### src/design/sdvl_pkg.sv
`timescale 1ns / 1ps
// ----------------------------------------------------------------------------
// sdvl_pkg
// Shared types, codes and helpers for the self-describing variable-length
// field codec.
// ----------------------------------------------------------------------------
package sdvl_pkg;

   localparam int unsigned VALUE_W = 32;
   localparam int unsigned LEN_W   = 6;
   localparam int unsigned BYTE_W  = 8;
   localparam int unsigned DEC_W   = 29;
   localparam int unsigned BITS_W  = 5;
   localparam int unsigned FLEN_W  = 3;

   // largest bit length that still fits the four-byte form
   localparam logic [LEN_W-1:0] MAX_LEN = 6'd29;

   // leading-byte prefixes
   localparam logic [1:0] PFX_TWO   = 2'b10;
   localparam logic [2:0] PFX_THREE = 3'b110;
   localparam logic [2:0] PFX_FOUR  = 3'b111;

   typedef enum logic [1:0] {
      ST_ENC_BYTE      = 2'd0,
      ST_DEC_FIELD     = 2'd1,
      ST_ENC_TOO_LARGE = 2'd2,
      ST_DEC_TRUNC     = 2'd3
   } status_type;

   typedef struct packed {
      logic [BYTE_W-1:0] out_byte;
      logic              out_last;
      logic [DEC_W-1:0]  dec_value;
      logic [BITS_W-1:0] dec_bits;
      logic [FLEN_W-1:0] dec_len;
      status_type        status;
   } rsp_type;

   // useful value bits of a field of the given byte length
   function automatic logic [BITS_W-1:0] cap_bits(input logic [FLEN_W-1:0] fb);
      logic [BITS_W-1:0] bits;
      case (fb)
         3'd1:    bits = 5'd7;
         3'd2:    bits = 5'd14;
         3'd3:    bits = 5'd21;
         3'd4:    bits = 5'd29;
         default: bits = 5'd0;
      endcase
      return bits;
   endfunction

endpackage

### src/design/sdvl_enc.sv
`timescale 1ns / 1ps
// ----------------------------------------------------------------------------
// sdvl_enc
// Encode datapath: picks the field size and forms the byte at the given
// position, or flags a value that does not fit.
// ----------------------------------------------------------------------------
module sdvl_enc (
   input  logic [sdvl_pkg::VALUE_W-1:0] enc_value,
   input  logic [sdvl_pkg::LEN_W-1:0]   bit_length,
   input  logic [1:0]                   idx,
   output sdvl_pkg::rsp_type            rsp
);

   logic                              err;
   logic [1:0]                        sz_m1;
   logic [1:0]                        rem;
   logic [sdvl_pkg::VALUE_W-1:0]      shifted;
   logic [sdvl_pkg::BYTE_W-1:0]       byte_val;

   always_comb begin
      if (bit_length == '0) begin
         err = |enc_value[31:29];
         if (enc_value[28:21] != '0) begin
            sz_m1 = 2'd3;
         end else if (enc_value[20:14] != '0) begin
            sz_m1 = 2'd2;
         end else if (enc_value[13:7] != '0) begin
            sz_m1 = 2'd1;
         end else begin
            sz_m1 = 2'd0;
         end
      end else begin
         err = bit_length > sdvl_pkg::MAX_LEN;
         if (bit_length <= 6'd7) begin
            sz_m1 = 2'd0;
         end else if (bit_length <= 6'd14) begin
            sz_m1 = 2'd1;
         end else if (bit_length <= 6'd21) begin
            sz_m1 = 2'd2;
         end else begin
            sz_m1 = 2'd3;
         end
      end
   end

   assign rem     = sz_m1 - idx;
   assign shifted = enc_value >> {rem, 3'b000};

   always_comb begin
      byte_val = shifted[7:0];
      if (idx == 2'd0) begin
         case (sz_m1)
            2'd0:    byte_val = {1'b0, shifted[6:0]};
            2'd1:    byte_val = {sdvl_pkg::PFX_TWO, shifted[5:0]};
            2'd2:    byte_val = {sdvl_pkg::PFX_THREE, shifted[4:0]};
            2'd3:    byte_val = {sdvl_pkg::PFX_FOUR, shifted[4:0]};
            default: byte_val = shifted[7:0];
         endcase
      end
   end

   always_comb begin
      rsp           = '0;
      rsp.out_last  = 1'b1;
      rsp.status    = sdvl_pkg::ST_ENC_TOO_LARGE;
      if (!err) begin
         rsp.out_byte = byte_val;
         rsp.out_last = (idx == sz_m1);
         rsp.status   = sdvl_pkg::ST_ENC_BYTE;
      end
   end

endmodule

### src/design/sdvl_dec.sv
`timescale 1ns / 1ps
// ----------------------------------------------------------------------------
// sdvl_dec
// Decode datapath: holds the field being gathered and reports a finished
// or truncated field.
// ----------------------------------------------------------------------------
module sdvl_dec (
   input  logic                        clock,
   input  logic                        reset,
   input  logic                        take,
   input  logic [sdvl_pkg::BYTE_W-1:0] in_byte,
   input  logic                        in_last,
   output logic                        has_result,
   output sdvl_pkg::rsp_type           rsp
);

   logic [1:0]                   bytes_left_ff, bytes_left_in;
   logic [sdvl_pkg::FLEN_W-1:0]  field_bytes_ff, field_bytes_in;
   logic [sdvl_pkg::DEC_W-1:0]   acc_ff, acc_in;
   logic [sdvl_pkg::DEC_W-1:0]   acc_shift;

   assign acc_shift = {acc_ff[sdvl_pkg::DEC_W-9:0], in_byte};

   always_comb begin
      bytes_left_in  = bytes_left_ff;
      field_bytes_in = field_bytes_ff;
      acc_in         = acc_ff;
      has_result     = 1'b0;
      rsp            = '0;
      rsp.out_last   = 1'b1;
      rsp.status     = sdvl_pkg::ST_DEC_FIELD;
      if (bytes_left_ff == 2'd0) begin
         if (!in_byte[7]) begin
            has_result    = 1'b1;
            rsp.dec_value = {22'd0, in_byte[6:0]};
            rsp.dec_bits  = sdvl_pkg::cap_bits(3'd1);
            rsp.dec_len   = 3'd1;
         end else begin
            if (in_byte[7:6] == sdvl_pkg::PFX_TWO) begin
               acc_in         = {23'd0, in_byte[5:0]};
               field_bytes_in = 3'd2;
               bytes_left_in  = 2'd1;
            end else if (in_byte[7:5] == sdvl_pkg::PFX_THREE) begin
               acc_in         = {24'd0, in_byte[4:0]};
               field_bytes_in = 3'd3;
               bytes_left_in  = 2'd2;
            end else begin
               acc_in         = {24'd0, in_byte[4:0]};
               field_bytes_in = 3'd4;
               bytes_left_in  = 2'd3;
            end
            if (in_last) begin
               has_result     = 1'b1;
               rsp.status     = sdvl_pkg::ST_DEC_TRUNC;
               bytes_left_in  = 2'd0;
               field_bytes_in = '0;
               acc_in         = '0;
            end
         end
      end else begin
         acc_in        = acc_shift;
         bytes_left_in = bytes_left_ff - 2'd1;
         if (bytes_left_in == 2'd0) begin
            has_result     = 1'b1;
            rsp.dec_value  = acc_shift;
            rsp.dec_bits   = sdvl_pkg::cap_bits(field_bytes_ff);
            rsp.dec_len    = field_bytes_ff;
            field_bytes_in = '0;
            acc_in         = '0;
         end else if (in_last) begin
            has_result     = 1'b1;
            rsp.status     = sdvl_pkg::ST_DEC_TRUNC;
            bytes_left_in  = 2'd0;
            field_bytes_in = '0;
            acc_in         = '0;
         end
      end
   end

   always_ff @(posedge clock) begin
      if (reset) begin
         bytes_left_ff  <= '0;
         field_bytes_ff <= '0;
         acc_ff         <= '0;
      end else if (take) begin
         bytes_left_ff  <= bytes_left_in;
         field_bytes_ff <= field_bytes_in;
         acc_ff         <= acc_in;
      end
   end

   a_idle_no_len: assert property (@(posedge clock) disable iff (reset)
      bytes_left_ff == 2'd0 |-> field_bytes_ff == '0)
      else $error("idle decoder holds a field length");

   a_left_below_len: assert property (@(posedge clock) disable iff (reset)
      bytes_left_ff != 2'd0 |-> {1'b0, bytes_left_ff} < field_bytes_ff)
      else $error("bytes left not below field length");

endmodule

### src/design/sdvl_field_codec_core.sv
`timescale 1ns / 1ps
// ----------------------------------------------------------------------------
// sdvl_field_codec_core
// Self-describing variable-length field codec, encode and decode.
// ----------------------------------------------------------------------------
// usage
//   req_* carries one item per handshake (req_valid high, req_stall low).
//   req_mode 0 encodes req_enc_value into 1 to 4 bytes, one rsp item each;
//   req_mode 1 feeds one byte of an encoded stream, giving a decoded or
//   truncated field on its last byte and nothing for bytes in mid-field.
//   rsp_* carries results with the same valid/stall handshake; rsp_out_last
//   marks the final result of an item.
//   an item stays in the input register until its last result moves to the
//   output register, or until the decoder takes it when it makes none; its
//   results reach rsp_* through the output register. Decode items and
//   one-byte encodes run at one item per cycle while the output register is
//   free; a wider encode holds the input register until its last byte is out.
//   rsp_stall holds the output register and, through it, the input register,
//   so req_stall rises while a waiting item cannot move on.
//   reset clears both valid flags and returns the decoder to idle between fields.
// ----------------------------------------------------------------------------
module sdvl_field_codec_core (
   input  logic                           clock,
   input  logic                           reset,
   input  logic                           req_valid,
   output logic                           req_stall,
   input  logic                           req_mode,
   input  logic [sdvl_pkg::VALUE_W-1:0]   req_enc_value,
   input  logic [sdvl_pkg::LEN_W-1:0]     req_bit_length,
   input  logic [sdvl_pkg::BYTE_W-1:0]    req_in_byte,
   input  logic                           req_in_last,
   output logic                           rsp_valid,
   input  logic                           rsp_stall,
   output logic [sdvl_pkg::BYTE_W-1:0]    rsp_out_byte,
   output logic                           rsp_out_last,
   output logic [sdvl_pkg::DEC_W-1:0]     rsp_dec_value,
   output logic [sdvl_pkg::BITS_W-1:0]    rsp_dec_bits,
   output logic [sdvl_pkg::FLEN_W-1:0]    rsp_dec_len,
   output logic [1:0]                     rsp_status
);

   logic                          in_valid_ff;
   logic                          in_mode_ff;
   logic [sdvl_pkg::VALUE_W-1:0]  in_value_ff;
   logic [sdvl_pkg::LEN_W-1:0]    in_len_ff;
   logic [sdvl_pkg::BYTE_W-1:0]   in_byte_ff;
   logic                          in_last_ff;
   logic [1:0]                    idx_ff, idx_in;
   logic                          rsp_valid_ff, rsp_valid_in;
   sdvl_pkg::rsp_type             rsp_ff;

   sdvl_pkg::rsp_type             enc_rsp;
   sdvl_pkg::rsp_type             dec_rsp;
   logic                          dec_has;
   logic                          out_free;
   logic                          has_res;
   logic                          fire_out;
   logic                          consume;
   logic                          dec_take;

   sdvl_enc u_enc (
      .enc_value  (in_value_ff),
      .bit_length (in_len_ff),
      .idx        (idx_ff),
      .rsp        (enc_rsp)
   );

   sdvl_dec u_dec (
      .clock      (clock),
      .reset      (reset),
      .take       (dec_take),
      .in_byte    (in_byte_ff),
      .in_last    (in_last_ff),
      .has_result (dec_has),
      .rsp        (dec_rsp)
   );

   assign out_free = !rsp_valid_ff || !rsp_stall;
   assign has_res  = in_mode_ff ? dec_has : 1'b1;
   assign fire_out = in_valid_ff && out_free && has_res;
   assign consume  = in_valid_ff &&
                     (in_mode_ff ? (!dec_has || out_free) : (out_free && enc_rsp.out_last));
   assign dec_take = consume && in_mode_ff;
   assign req_stall = in_valid_ff && !consume;

   always_comb begin
      idx_in = idx_ff;
      if (in_valid_ff && !in_mode_ff && out_free) begin
         idx_in = enc_rsp.out_last ? 2'd0 : idx_ff + 2'd1;
      end
      rsp_valid_in = rsp_valid_ff;
      if (fire_out) begin
         rsp_valid_in = 1'b1;
      end else if (out_free) begin
         rsp_valid_in = 1'b0;
      end
   end

   always_ff @(posedge clock) begin
      if (reset) begin
         in_valid_ff  <= 1'b0;
         idx_ff       <= 2'd0;
         rsp_valid_ff <= 1'b0;
      end else begin
         if (!req_stall) begin
            in_valid_ff <= req_valid;
         end
         idx_ff       <= idx_in;
         rsp_valid_ff <= rsp_valid_in;
      end
   end

   always_ff @(posedge clock) begin
      if (req_valid && !req_stall) begin
         in_mode_ff  <= req_mode;
         in_value_ff <= req_enc_value;
         in_len_ff   <= req_bit_length;
         in_byte_ff  <= req_in_byte;
         in_last_ff  <= req_in_last;
      end
      if (fire_out) begin
         rsp_ff <= in_mode_ff ? dec_rsp : enc_rsp;
      end
   end

   assign rsp_valid     = rsp_valid_ff;
   assign rsp_out_byte  = rsp_ff.out_byte;
   assign rsp_out_last  = rsp_ff.out_last;
   assign rsp_dec_value = rsp_ff.dec_value;
   assign rsp_dec_bits  = rsp_ff.dec_bits;
   assign rsp_dec_len   = rsp_ff.dec_len;
   assign rsp_status    = rsp_ff.status;

   a_idx_only_encode: assert property (@(posedge clock) disable iff (reset)
      idx_ff != 2'd0 |-> in_valid_ff && !in_mode_ff)
      else $error("byte index set without an encode item");

   a_stall_needs_item: assert property (@(posedge clock) disable iff (reset)
      req_stall |-> in_valid_ff && !consume)
      else $error("input stalled with nothing held");

   a_last_byte_ends: assert property (@(posedge clock) disable iff (reset)
      in_valid_ff && !in_mode_ff && idx_ff == 2'd3 |-> enc_rsp.out_last)
      else $error("encode ran past its fourth byte");

endmodule

### config.mk
export PLATFORM = sky130hd
export DESIGN_NAME = sdvl_field_codec_core
export DESIGN_NICKNAME = d
export VERILOG_FILES = /design/src/design/sdvl_pkg.sv /design/src/design/sdvl_enc.sv /design/src/design/sdvl_dec.sv /design/src/design/sdvl_field_codec_core.sv
export SDC_FILE = /design/constraint.sdc
export NUM_CORES = 1
export LEC_CHECK = 0
export ABC_CLOCK_PERIOD_IN_PS = 7400
export BUFFER_PORTS_ARGS = -buffer_cell sky130_fd_sc_hd__buf_2
export CORE_AREA = 2 2 116 118
export CTS_BUF_LIST = sky130_fd_sc_hd__clkbuf_4
export DETAILED_ROUTE_END_ITERATION = 10
export DIE_AREA = 0 0 118 120
export SLEW_MARGIN = 10
export SYNTH_ARGS = -nofsm -noshare
export SYNTH_HDL_FRONTEND = slang
export SYNTH_SLANG_ARGS = --single-unit
### constraint.sdc
create_clock -name clock -period 7.4 [get_ports clock]
set_input_delay 1.48 -clock clock [delete_from_list [all_inputs] [get_ports clock]]
set_output_delay 1.48 -clock clock [all_outputs]
set_load 0.005 [all_outputs]
==> summary.md <==
| Metric | Value |
|---|---|
| Core box area | `0.0130 sq mm` |
| Fin cells | `669` |
| Dpl hpwl | `6.98 mm` |
| Setup Viol. Count Final | `0` |
| Cells after DPL | `637` |
| Actual slew at the worst max-slew pin | `885 ps` |
| Initial core utilization | `39.2%` |
| CTS buffer count | `17` |
| Root Driver | `clkbuf_4` |
| Initial DRT Pass Iterations | `6` |
| Hold_ws | `465 ps` |
| Worst Hold Class | `reg2reg` |
| WHS Endpoint | `u_dec.acc_ff[11]` |
| WL/cell | `14.9 microns` |
| Die width | `118 microns` |
| Clock-pin slew on the worst setup and hold paths | `110 ps` |
| Layout cells sized above 1 | `30.8%` |
| Worst r2r path cells | `10` |
| Leak pwr | `2.33 nW` |
| Post-Syn Instances | `375` |
| Startpoint Class | `register` |
| MaxCap Viol Count | `0` |
| CTS sink cnt | `126` |
| Relative slew margins | `41.0%` |
| Max Slew Vio Count | `0` |
| Vias | `3,255` |
| Async SR Flop Fraction | `0%` |
| Post-Syn Nets | `431` |
| Worst IR Drop VDD | `0.167 mV` |
| F_max | `0.197 GHz` |
| Cts hold-fix bufs | `0` |
| Crit path max fanout | `10` |
| Post-synth top flop | `edfxtp_1` |
| Final #Nets | `536` |
| Final WL | `9.94 mm` |
| Critical R2R Launch | `in_value_ff[16]` |
| Post-route antenna net violation count | `0` |
| Final core occ | `46.6%` |
| Post-synth EDFFs | `96` |
| Sequential-to-total area share from yosys stat | `68.4%` |
| Buffers on Ports | `101` |
| Mapped Area | `0.00509 sq mm` |
| Critical Path Sink Type | `output port` |
| Largest net degree at the start of global routing | `53` |
| Area Growth Syn to Fin | `18.8%` |
| CTS resizes | `0` |
| CTS H-tree depth | `4` |
| Syn Area/Cell | `13.6 sq um` |
| Sum Neg Setup Slack | `0 ps` |
| Yosys reg bits | `126` |
| Endpoints failing hold | `0` |
| FF-to-FF End | `in_value_ff[24]` |
| Fin Clk Skew | `14.6 ps` |
| I/O pins | `102` |
| Power density over the cells | `221 mW/mm^2` |
| Hold path depth | `2` |
| Worst endpoint required time | `5920 ps` |
| Hold path start | `u_dec.acc_ff[3]` |
| CTS tree | `built` |
| Routability Congestion | `0.788` |
| First-pass GRT wire length | `16.0 mm` |
| Row cnt | `42` |
| Final Critical Period | `5070 ps` |
| Tot Pwr | `1.34 mW` |
| Crit Path Class | `reg2out` |
| RSZ-0062 raised after global routing | `no` |
| DRT iter0 DRCs | `149` |
| Clock Path Buffers | `2` |
| DRC | `0` |
| Antenna violations before repair | `0` |
| All-Layer GR Usage | `14.8%` |
| CP arrival | `3590 ps` |
| Unique cell type count in the Yosys netlist | `45` |
| Worst-Skew Late Latency | `530 ps` |
| # diodes | `0` |
| Die Height | `120 microns` |
| Status | `finished, final reports clean` |
| Flop2flop setup slack | `3360 ps` |
| GRT overflow | `0` |
| Tcrit/Tclk final | `68.5%` |
| Postcts setup bufs | `0` |
| Vias per cell | `4.87` |
| Yosys warnings | `0` |
| Die area | `0.0142 sq mm` |
| Vias in the first global route | `3,192` |
synth_stat cells (6+ instances only):
cell / instances / area, sq um
nor3_1: 9 / 45.0
nand3b_1: 21 / 158
mux4_1: 6 / 158
dfxtp_1: 30 / 601
inv_1: 10 / 37.5
and3_1: 32 / 200
edfxtp_1: 96 / 2880
o21ai_0: 31 / 155
a21oi_1: 8 / 40.0
nand2_1: 35 / 131
and2_1: 8 / 50.1
clkbuf_1: 19 / 71.3
nor2_1: 16 / 60.1
report_power, final:
part	leakage [nW]	switching [mW]	internal [mW]	total (mW)
logic	1.03	0.0592	0.0467	0.106
clock network	0.126	0.244	0.173	0.417
registers	1.17	0.0174	0.798	0.815
sequential cells by signal, indices dropped and copies added, names as in the netlist, 3 cells and up:
name                  cells
u_dec.field_bytes_ff      3
rsp_dec_len               3
in_value_ff              32
rsp_dec_value            29
u_dec.acc_ff             21
in_len_ff                 6
rsp_dec_bits              5
in_byte_ff                8
rsp_out_byte              8
area by class of cell:
| cell class | instances | area [sq um] |
|---|---|---|
| clock buffers | 20 | 150 |
| clock inverters | 12 | 98.8 |
| fillers | 1188 | 6930 |
| inverters | 10 | 37.5 |
| multi-input cells | 219 | 1520 |
| flip-flops and latches | 126 | 3480 |
| well taps | 176 | 220 |
| repair buffers | 106 | 543 |
per-stage QoR:
step	worst slack, ps	area (sq um)
after floorplan	2270	5090
after global placement	3030	5800
after detailed placement	2940	5800
after CTS	2290	6050
after global routing	2070	6050
final	2330	6050
kinds of logic (layout without fill, tap and decap cells):
logic type	Yosys count	in the layout	share of synthesized area, %
XOR/XNOR	4	4	0.983
flip-flops	126	126	68.4
AO/OA/AOI/OAI	59	59	7.25
buffers and inverters	30	148	2.21
adder cells (fa/ha/maj)	4	4	0.983
AND/OR/NAND/NOR	142	142	16.0
multiplexers	10	10	4.15
cells in the final DEF (no fill, tap or decap), types with 6 or more instances in the layout:
cell,Yosys,final
nand2_1,35,35
nor3_1,9,9
and2_1,8,8
nand3b_1,21,21
edfxtp_1,96,96
o21ai_0,31,31
buf_2,0,101
a21oi_1,8,8
clkbuf_4,0,20
mux4_1,6,6
nor2_1,16,15
dfxtp_1,30,30
and3_1,32,32
inv_1,10,10
routing by layer:
metal,global-route usage (%),wire length [microns],vias to the layer above
met3,5.42,579,12
met1,17.0,4170,1529
li1,-,-,1625
met4,6.33,144,0
met2,24.9,5040,89
met5,0,0,-
how the worst max path moves through the flow:
stage	startpoint	endpoint	slack, ps	cells past startpoint
after CTS	in_value_ff[16]	req_stall	2290	9
after detailed placement	in_value_ff[16]	req_stall	2940	9
after floorplan	in_value_ff[16]	in_byte_ff[0]	2270	10
after global routing	in_value_ff[16]	req_stall	2070	9
final	in_value_ff[16]	req_stall	2330	9
after global placement	in_value_ff[16]	req_stall	3030	9
worst max-delay path, stage by stage, from the launching register on:
cell	delay (ps)
edfxtp_1	410
or4_4	560
nor4_4	240
o41ai_1	140
a22o_1	290
ha_1	550
a41oi_1	250
o21ai_0	320
inv_1	140
buf_2	160
No activity file was read; power rests on OpenSTA's default activity.
